[src/rtl/core/rcse_pkg.sv]
package rcse_pkg;

  // default sizes
  localparam int MAX_SEGMENTS_DEF = 64;
  localparam int MAX_VERTICES_DEF = 128;
  localparam int FRAC_BITS_DEF    = 16;

  // item kinds
  localparam logic [2:0] KIND_BASIS   = 3'd0;
  localparam logic [2:0] KIND_START   = 3'd1;
  localparam logic [2:0] KIND_VERTEX  = 3'd2;
  localparam logic [2:0] KIND_POINT   = 3'd3;
  localparam logic [2:0] KIND_TANGENT = 3'd4;

  // configuration register indexes
  localparam logic CFG_CURVE_ORDER  = 1'b0;
  localparam logic CFG_VERTEX_COUNT = 1'b1;

  localparam logic [2:0] ORDER_RESET = 3'd4;
  localparam logic [7:0] COUNT_RESET = 8'd128;

  // 1.0 in Q1.16
  localparam logic [16:0] T_ONE = 17'd65536;

  typedef struct packed {
    logic [2:0]         kind;
    logic [5:0]         segment_index;
    logic [1:0]         matrix_row;
    logic [1:0]         component;
    logic [6:0]         vertex_slot;
    logic signed [31:0] word_value;
    logic [16:0]        param_t;
  } in_item_t;

  typedef struct packed {
    logic signed [31:0] out_x;
    logic signed [31:0] out_y;
    logic signed [31:0] out_z;
    logic               divide_fault;
    logic               range_fault;
  } out_item_t;

  // clamp to 32-bit signed range
  function automatic logic signed [31:0] sat32(input logic signed [63:0] v);
    logic signed [31:0] r;
    if (v > 64'sd2147483647) begin
      r = 32'sh7FFFFFFF;
    end else if (v < -64'sd2147483648) begin
      r = 32'sh80000000;
    end else begin
      r = v[31:0];
    end
    return r;
  endfunction

endpackage

[src/rtl/core/rcse_div.sv]
module rcse_div #(
  parameter int FRAC_BITS = rcse_pkg::FRAC_BITS_DEF
) (
  input  logic               clk,
  input  logic               rst_n,
  input  logic               go,
  input  logic signed [31:0] num,
  input  logic signed [31:0] den,
  output logic               done,
  output logic signed [31:0] quot
);

  localparam int NW = 32 + FRAC_BITS;
  localparam int CW = $clog2(NW + 1);

  logic          run_r;
  logic          done_r;
  logic [CW-1:0] cnt_r;
  logic [31:0]   rem_r;
  logic [NW-1:0] sh_r;
  logic [31:0]   den_r;
  logic          neg_r;

  logic [31:0] num_mag;
  logic [31:0] den_mag;
  logic [33:0] diff;
  logic        ge;

  assign num_mag = num[31] ? 32'(-num) : num;
  assign den_mag = den[31] ? 32'(-den) : den;

  // restoring step: one quotient bit per cycle, MSB first
  assign diff = {1'b0, rem_r, sh_r[NW-1]} - {2'b00, den_r};
  assign ge   = !diff[33];

  always_ff @(posedge clk) begin
    if (!rst_n) begin
      run_r  <= 1'b0;
      done_r <= 1'b0;
      cnt_r  <= '0;
    end else begin
      done_r <= 1'b0;
      if (go) begin
        run_r <= 1'b1;
        cnt_r <= '0;
      end else if (run_r) begin
        cnt_r <= cnt_r + 1'b1;
        if (cnt_r == CW'(NW - 1)) begin
          run_r  <= 1'b0;
          done_r <= 1'b1;
        end
      end
    end
  end

  always_ff @(posedge clk) begin
    if (go) begin
      rem_r <= '0;
      sh_r  <= {num_mag, {FRAC_BITS{1'b0}}};
      den_r <= den_mag;
      neg_r <= num[31] ^ den[31];
    end else if (run_r) begin
      rem_r <= ge ? diff[31:0] : {rem_r[30:0], sh_r[NW-1]};
      sh_r  <= {sh_r[NW-2:0], ge};
    end
  end

  // sign and saturate the magnitude
  always_comb begin
    if (neg_r) begin
      quot = (sh_r > NW'(64'h80000000)) ? 32'sh80000000 : 32'(-sh_r[31:0]);
    end else begin
      quot = (sh_r > NW'(64'h7FFFFFFF)) ? 32'sh7FFFFFFF : sh_r[31:0];
    end
  end

  assign done = done_r;

endmodule

[config.mk]
export PLATFORM = sky130hd
export DESIGN_NAME = rcse_div
export DESIGN_NICKNAME = d
export VERILOG_FILES = /design/src/rtl/core/rcse_pkg.sv /design/src/rtl/core/rcse_div.sv
export SDC_FILE = /design/constraint.sdc
export NUM_CORES = 1
export LEC_CHECK = 0
export BUFFER_PORTS_ARGS = -buffer_cell sky130_fd_sc_hd__buf_2
export CAP_MARGIN = 20
export CORE_UTILIZATION = 59
export DETAILED_ROUTE_END_ITERATION = 12
export GPL_ROUTABILITY_DRIVEN = 1
export PLACE_DENSITY = 0.91
export SYNTH_ARGS = -nofsm -noshare
export SYNTH_HDL_FRONTEND = slang
export SYNTH_SLANG_ARGS = --single-unit
[constraint.sdc]
create_clock -name clk -period 4.1 [get_ports clk]
set_input_delay 0.615 -clock clk [delete_from_list [all_inputs] [get_ports clk]]
set_output_delay 0.615 -clock clk [all_outputs]
set_load 0.005 [all_outputs]
== Word-level counts from Yosys, hierarchy flattened ==
Cells that the tools add are included.

* Bits of input ports: 67
* Output and inout bits: 33
* Register bits: 121

* Multiplexer cells: 12
* Magnitude comparators: 2
* Equality and inequality tests: 1
* Bitwise operators: 3
* Add/subtract/negate cells: 5
* Reduce and logical (&&, ||, !) cells: 4

{| class="wikitable"
|+ Operators with widths
! kind !! count
|-
| two-way mux 32 bit || 5
|-
| two-way mux 48 bit || 2
|-
| negator 32 bit || 3
|-
| > comparator 48 x 31 -> 1 bit, second input constant || 1
|-
| > comparator 48 x 32 -> 1 bit, second input constant || 1
|-
| subtractor 33 x 32 -> 34 bit || 1
|-
| two-way mux 31 bit || 1
|-
| adder 6 x 1 -> 6 bit, second input constant || 1
|-
| equality test 6 bit, second input constant || 1
|-
| two-way mux 1 bit || 4
|-
| OR reduction 3 bit || 1
|-
| NOT 1 bit || 2
|-
| nonzero test 2 bit || 1
|-
| OR reduction 2 bit || 1
|-
| zero test 1 bit || 1
|-
| bitwise XOR 1 bit || 1
|}

== Depth between registers and ports, before layout ==
Gate-level depths: netlist (run 1).

* Depth in word-level cells: 4
* Mapped depth: 13
* Depth with buffers taken out: 12

== Least setup slack after synthesis (run 1) ==
OpenSTA, ideal clock, no wires.

* Path type: register -> output
* From: register sh_r[0]
* To: output quot[22]
* Cell stages (with the launch flop): 13
* Slack: 685 ps
* Arrival time: 2800 ps
* Buffers on the path: 2
* Data required time: 3485 ps
* Cells stage by stage: dfxtp_1 > inv_1 > ha_1 > or3b_4 > or4_1 > buf_2 > nor3_4 > nand4_1 > a21o_1 > or2_1 > buf_4 > or3b_1 > nand3_1

* Cells in the longest elaborated chain, start to end: 3
* Elaborated cells on any way between the ends: 6
* Those cells by class: add/sub (1); order compare (2); mux (3)

{| class="wikitable"
|+ Ends and longest elaborated chain
! what !! RTL line !! text
|-
| start: declaration || rcse_div.sv:20 || <nowiki>logic [NW-1:0] sh_r;</nowiki>
|-
| start signal: assignment || rcse_div.sv:59 || <nowiki>sh_r <= {num_mag, {FRAC_BITS{1'b0}}};</nowiki>
|-
| start signal: assignment || rcse_div.sv:64 || <nowiki>sh_r <= {sh_r[NW-2:0], ge};</nowiki>
|-
| > comparator 48 x 31 -> 1 bit (tied with other cells) || rcse_div.sv:73 || <nowiki>quot = (sh_r > NW'(64'h7FFFFFFF)) ? 32'sh7FFFFFFF : sh_r[31:0];</nowiki>
|-
| two-way mux 32 bit (on tied branches) || rcse_div.sv:73, rcse_div.sv:71 ||
|-
| two-way mux 32 bit (*) || rcse_div.sv:70 || <nowiki>if (neg_r) begin</nowiki>
|-
| end: declaration || rcse_div.sv:10 || <nowiki>output logic signed [31:0] quot</nowiki>
|}

Every way passes the cells marked *; elsewhere a longest branch is shown, timed or not.

== Worst setup path after layout (run 1) ==
* From: register sh_r[1]
* To: output quot[22]

Same word-level chain as after synthesis.

==> results of run 1 <==
==> through the flow <==
| stage | setup WS (ns) | instance area [sq um] | hold WS [ns] | TNS, ns | utilization [%] |
|---|---|---|---|---|---|
| after global placement | 0.3634 | 9366 | 0.4582 | 0 | 64.45 |
| after detailed placement | 0.2353 | 9366 | 0.4881 | 0 | 64.45 |
| after global routing | -0.08414 | 10080 | 0.4095 | -0.6660 | 69.39 |
| after CTS | 0.02889 | 9940 | 0.4058 | 0 | 68.39 |
| after floorplan | 0.6851 | 8810 | 0.4460 | 0 | - |
| final | 0.08784 | 10080 | 0.4151 | 0 | 69.39 |
==> critical path: stages (launching register included) <==
cell and delay, ns:
dfxtp_4 0.35, inv_1 0.05, ha_2 0.16, or3b_4 0.39, or4_4 0.45, nor3_4 0.27, nand4_1 0.14, a21o_1 0.25
or2_4 0.32, or3b_1 0.38, nand3_1 0.08, buf_2 0.14
==> cell type report <==
cell class	count	area, sq um	area share [%]
multi-input cells	837	5336	52.92
well taps	184	230.2	2.283
repair buffers	116	636.9	6.315
clock inverters	6	32.53	0.3226
inverters	61	229.0	2.270
flip-flops and latches	121	3082	30.56
clock buffers	25	538.0	5.335
==> state kept, by name, indices dropped and copies added, names as in the netlist <==
signal / cells
neg_r: 1
done: 1
rem_r: 32
den_r: 32
cnt_r: 6
sh_r: 48
run_r: 1
==> worst paths after layout <==
path | startpoint | end | slack, ns
setup / recovery | sh_r[1]$_SDFFE_PP0P_ | quot[22] | 0.09
hold / removal | den[0] | den_r[0]$_DFFE_PP_ | 0.42
setup reg to reg | den_r[14]$_DFFE_PP_ | rem_r[27]$_SDFFE_PP0P_ | 0.59
hold reg to reg | rem_r[31]$_SDFFE_PP0P_ | rem_r[31]$_SDFFE_PP0P_ | 0.49
==> per-layer routing <==
metal,share of wire [%],global-route usage [%],wire (um)
met3,7.7,6.548,1704
met1,43,36.63,9487
met5,0,0,0
met4,2.2,10.57,491
met2,48,47.31,10570
==> power by group through the flow <==
stage                     registers [uW]  logic (uW)  clock network [uW]
after floorplan                     1470         724                   0
after global placement              1510         929                   0
final                               1490        1000                1430
after global routing                1500        1110                1490
after detailed placement            1510         954                   0
after CTS                           1490         965                1430
==> what timing repair did <==
item                                    in CTS  in global routing
buffers inserted                             0                  8
gates resized for setup                      2                 16
cloned                                       0                  2
pin swaps                                    0                  6
endpoints found under the setup margin      28                 25
==> kinds of logic after synthesis <==
| kind of cell | synth area share, % |
|---|---|
| AND/OR/NAND/NOR | 22.03 |
| multiplexers | 2.059 |
| flip-flops | 34.88 |
| XOR/XNOR | 8.649 |
| adder cells (fa/ha/maj) | 5.340 |
| AO/OA/AOI/OAI | 21.69 |
| buffers and inverters | 5.354 |
==> cell usage in the layout (no fill, tap or decap), drive strengths merged, types with 5 or more instances in the layout <==
cell type    n
xnor2       50
a21oi       47
nand3       21
a311oi      19
buf        116
a41oi        5
inv         63
edfxtp      65
nand4       12
or3         16
dfxtp       56
nor2        95
nor3        36
nor2b        8
a21o         9
or2         11
o31ai       22
xor2        37
nand2      153
and3         7
o41ai       11
nor4        18
o311ai      31
o21ai       93
and2         7
ha          36
mux2i       17
clkbuf      25
a211oi      10
or4          9
==> impl_results.md, run 1 <==
- Largest net degree at the start of global routing: 58
- Ports: 100
- Rel. slew slack: roughly 25%
- Vias in the first global route: roughly 7500
- Synth top area share: 22.16%
- Worst EP arrival: between 3 and 4 ns
- # diodes: 0
- Die H: 124.2 um
- Seq pwr share: 38.1%
- Worst-margin pin slew: 1.116 ns
- Static Leak: around 0.0040 uW
- Clock Power Share: between 30% and 40%
- Fmax: between 200 and 250 MHz
- Filler cells: approximately 1100
- DRC viols: 0
- PwrDens: a little under 400 mW/mm^2
- First-pass GRT wire length: between 30 and 40 mm
- GRT Overall Usage: between 20% and 30%
- Placed insts: 1309
- GRT Residual Overflow: 0
- Sw power: between 1000 and 1500 uW
- Core Box Area: 0.01453 sq mm
- Seq/Total Area, Yosys: a little over a third
- Most common cell in the netlist: nand2_1
- Yosys reg bits: roughly 120
- Final cell count without fillers: 1350
- H-tree depth: 4
- CTS sink cnt: about 120
- Sw Ratio: 30.93%
- Clk_lat worst skew: between 0.4 and 0.5 ns
- Cts hold-fix bufs: 0
- Final wirelength: approximately 22 mm
- VDD IR max: 0.0002987 V
- Die extent in x: 124.2 um
- Critical Path RT: 3.48 ns
- P&R area growth vs syn: 14.47%
- # port buffers: 99
- Dominant cell type by area after synthesis: edfxtp_1
- DRT Pass-1 Iters: 5
- Syn Area/Cell: 8.195 sq um
- Count of final hold-check violations: 0
- Clk root buf: clkbuf_16
- Max cap viols: 0
- Final-report max-slew violation count: 0
- DIE AREA: 0.01542 sq mm
- WL/cell: between 15 and 20 um
- Tcrit/Tclk final: 97.86%
- Worst setup SP type: flop
- Post-synth top cells: 153 x nand2_1, 95 x nor2_1, 93 x o21ai_0, 65 x edfxtp_1, 61 x inv_1
- Worst Hold Class: input pin to flop
- Logic gate share of total power: between 20% and 30%
- Synth area leaders: edfxtp_1 22%, dfxtp_1 13%, nand2_1 6.5%, o21ai_0 5.3%, ha_1 5.1%
- Row cnt: 44
- Final nets: 1258
- Hold path depth: 1
- Asr flop ratio synth: 0%
- Clk_skew: between 0.008 and 0.009 ns
- Synth Net Count: between 1000 and 1500
- GP Congestion: ~0.97
- Initial Util: approximately 61%
- CTS tree: built
- Clk buf depth: 2
- Setup CP Type: flop to output port
- Num CTS Buffers: 17
- Reg2reg path depth: 10
- Dpl hpwl: around 15 mm
- Tot Pwr: between 3000 and 4000 uW
- Syn Inst Count: 1075
- 1st-iter DRT viols: 861
- Worst Path Max Fanout: 6
- Post-synth EDFFs: 65
- Synthesized cell area: just under 0.009 sq mm
- Reg clk slew, reported paths: approximately 0.050 ns
- Outcome: completed
- Unique masters post-synth: 70
- Crit end category: output port
- Final min period: 4.012 ns
- Internal power: 2709 uW
- Ys flop type: edfxtp_1
- Vias per cell: about 6.3
- Layout cell share with drive strength beyond 1: around 15%
- Antenna Nets Post-Route: 0
- Synth Warn #: 0
- Final setup fails: 0
- Initial antenna violation count: 0
- DR vias: 8551
(Power assumes the default switching activity.)
==> inputs of run 2 (changes only) <==
--- a/config.mk
+++ b/config.mk
@@ -10,6 +10,7 @@
 export CORE_UTILIZATION = 59
 export DETAILED_ROUTE_END_ITERATION = 12
 export GPL_ROUTABILITY_DRIVEN = 1
+export MAX_ROUTING_LAYER = met4
 export PLACE_DENSITY = 0.91
 export SYNTH_ARGS = -nofsm -noshare
 export SYNTH_HDL_FRONTEND = slang
==> run 2 against run 1 <==
Effect of this change:
- final cell count fell by 0.30%
- clock skew is 0.0041 ns higher
- clock power up 4%
- die area unchanged
- critical endpoint is now quot[15]
- design area grew 0.89%
- critical path type unchanged
- register-to-register slack better by 0.05 ns
- sequential share of layout area is 0.33 points lower
==> impl_results.md, run 2 (synthesis gave the netlist of run 1 again) <==
- CTS tree: built (unchanged)
- Storage cell area: 0.003075 sq mm (was 0.003082 sq mm)
- Reg2reg start: den_r[13]$_DFFE_PP_ (was den_r[14]$_DFFE_PP_)
- H-tree depth: 4 (unchanged)
- Filler cells: 1129 (was 1123)
- Worst path bufs/invs: 3 (was 2)
- Final nets: 1253 (was 1258)
- Worst-margin pin slew: 0.9703 ns (was 1.116 ns)
- Fmax: 249.7 MHz (was 249.2 MHz)
- Final wirelength: 21.78 mm (was 22.26 mm)
- Crit end category: output port (unchanged)
- DIE AREA: 0.01542 sq mm (unchanged)
- Rel. slew slack: 35.32% (was 25.42%)
- Final cell count without fillers: 1346 (was 1350)
- Area taken by multi-input logic gates: 0.005421 sq mm (was 0.005336 sq mm)
- Vias per cell: 6.262 (was 6.334)
- Largest reg by FF count: sh_r (unchanged)
- Die extent in x: 124.2 um (unchanged)
- Initial Util: 60.61% (unchanged)
- Worst EP arrival: 3.39 ns (was 3.40 ns)
- Seq pwr share: 37.3% (was 38.1%)
- Layout cell share with drive strength beyond 1: 15.83% (was 15.27%)
- Final WS setup: 0.09490 ns (was 0.08784 ns)
- PwrDens: 392.9 mW/mm^2 (was 388.9 mW/mm^2)
- CP top delay family: simple AND/OR/NAND/NOR gates (unchanged)
- Count of final hold-check violations: 0 (unchanged)
- Most frequent cells in the layout: 152 x nand2_1, 98 x buf_2, 94 x nor2_1 (was 153 x nand2_1, 98 x buf_2, 94 x nor2_1)
- Final-report max-slew violation count: 0 (unchanged)
- GRT Residual Overflow: 0 (unchanged)
- # diodes: 0 (unchanged)
- Internal power: 2756 uW (was 2709 uW)
- Worst Hold Class: input pin to flop (unchanged)
- First-pass GRT wire length: 34.93 mm (was 34.94 mm)
- Dpl ws: 0.3212 ns (was 0.2353 ns)
- Ports: 100 (unchanged)
- P&R area growth vs syn: 15.50% (was 14.47%)
- GP Congestion: 0.9747 (was 0.9707)
- Clk root buf: clkbuf_16 (unchanged)
- Final setup fails: 0 (unchanged)
- CP startpoint: sh_r[0]$_SDFFE_PP0P_ (was sh_r[1]$_SDFFE_PP0P_)
- Worst Hold Margin: 0.4142 ns (was 0.4151 ns)
- CTS sink cnt: 121 (unchanged)
- GRT Overall Usage: 29.77% (was 28.72%)
- 1st-iter DRT viols: 742 (was 861)
- Largest register FFs: 48 (unchanged)
- Num CTS Buffers: 17 (unchanged)
- Worst setup path end: quot[15] (was quot[22])
- Sw power: 1241 uW (was 1213 uW)
- DRT Pass-1 Iters: 6 (was 5)
- # port buffers: 99 (unchanged)
- WP depth: 11 (unchanged)
- VDD IR max: 0.0002964 V (was 0.0002987 V)
- Die H: 124.2 um (unchanged)
- Placed insts: 1311 (was 1309)
- DRC viols: 0 (unchanged)
- Reg clk slew, reported paths: 0.05 ns (about the same)
- Max cap viols: 0 (unchanged)
- Worst setup SP type: flop (unchanged)
- Most common cell after layout, fill and taps aside: nand2_1 (unchanged)
- Initial antenna violation count: 0 (unchanged)
- Logic gate share of total power: 25.5% (about the same)
- Dpl hpwl: 15.05 mm (was 15.15 mm)
- Clk buf depth: 2 (unchanged)
- Setup CP Type: flop to output port (unchanged)
- Static Leak: 0.003973 uW (was 0.003972 uW)
- Crit-path max cell delay: 0.45 ns (about the same)
- Worst reg2reg path endpoint: rem_r[3]$_SDFFE_PP0P_ (was rem_r[27]$_SDFFE_PP0P_)
- Clk_skew: 0.01255 ns (was 0.008456 ns)
- Reg2reg path depth: 11 (was 10)
- Critical path's slowest cell: or4_4 (unchanged)
- DR vias: 8429 (was 8551)
- Largest net degree at the start of global routing: 86 (was 58)
- Tot Pwr: 3998 uW (was 3922 uW)
- Antenna Nets Post-Route: 0 (unchanged)
- Sw Ratio: 31.05% (was 30.93%)
- Setup TNS: 0 ns (unchanged)
- Tcrit/Tclk final: 97.69% (was 97.86%)
- Vias in the first global route: 7470 (was 7506)
- Cts hold-fix bufs: 0 (unchanged)
- Final min period: 4.005 ns (was 4.012 ns)
- Worst Path Max Fanout: 20 (was 6)
- Clk_lat worst skew: 0.43 ns (was 0.42 ns)
- Core Box Area: 0.01453 sq mm (unchanged)
- Crit-path cells: inv_1, ha_1, or3b_4, or4_4, nor3_4, nand4_1, a21o_1, or2_4, buf_12, o311ai_1, buf_2 (was inv_1, ha_2, or3b_4, or4_4, nor3_4, nand4_1, a21o_1, or2_4, or3b_1, nand3_1, buf_2)
- Row cnt: 44 (unchanged)
- Outcome: completed (unchanged)
- WL/cell: 16.18 um (was 16.49 um)
- Clock Power Share: 37.2% (was 36.3%)
- Worst R2R Setup Slack: 0.64 ns (was 0.59 ns)
- Top Registers: sh_r: 48 flops, den_r: 32 flops, rem_r: 32 flops (unchanged)
- RSZ-0062 raised after global routing: true
- Critical Path RT: 3.48 ns (about the same)
-- run 2: changes by cell type in the layout (fill, tap and decap cells not counted), moves of 3 or more --
cell | before | now
o311ai_2 | 6 | 13
o311ai_1 | 20 | 12
clkinvlp_4 | 0 | 4
clkbuf_8 | 4 | 1
buf_4 | 16 | 13
-- run 2: final cells by class --
type	instances	share of cell area [%]
tap	184	2.263
clock inverter	11	1.168
sequential	121	30.23
inverter	61	2.250
timing repair buffer	113	6.173
clock buffer	21	4.636
multi-input combinational	835	53.28
-- run 2: routing by layer --
layer  up-vias  track usage (%)  share of wire (%)
met5         -                -                  0
met4         0            11.76                2.4
met3        51            5.174                7.1
met2       390            48.10                 47
met1      3892            36.98                 43
li1       4096                -                  -
-- run 2: power groups by stage --
stage | logic (uW) | registers, uW | clock network [uW]
detailed placement | 968 | 1510 | 0
global placement | 946 | 1500 | 0
finish | 1020 | 1490 | 1490
CTS | 980 | 1480 | 1500
global route | 1130 | 1500 | 1560
floorplan | 724 | 1470 | 0
-- run 2: worst min path at each step --
stage / from / endpoint / slack (ns) / depth (start not counted)
after floorplan: rem_r[31]$_SDFFE_PP0P_ / rem_r[31]$_SDFFE_PP0P_ / 0.45 / 2
after global placement: rem_r[31]$_SDFFE_PP0P_ / rem_r[31]$_SDFFE_PP0P_ / 0.46 / 2
after detailed placement: rem_r[31]$_SDFFE_PP0P_ / rem_r[31]$_SDFFE_PP0P_ / 0.47 / 2
after CTS: den[0] / den_r[0]$_DFFE_PP_ / 0.41 / 1
after global routing: den[0] / den_r[0]$_DFFE_PP_ / 0.41 / 1
final: den[0] / den_r[0]$_DFFE_PP_ / 0.41 / 1
-- run 2: stage by stage --
stage / instance area, sq um / utilization, %
2_1_floorplan: 8810 / -
3_3_place_gp: 9394 / 64.63
3_5_place_dp: 9394 / 64.63
4_1_cts: 10000 / 68.82
5_1_grt: 10170 / 70.01
6_report: 10170 / 70.01
-- run 2: what timing repair did --
action	CTS	global route
buffers inserted	1	2
gates resized for setup	2	24
setup endpoints to repair	20	24
pin swaps	1	0
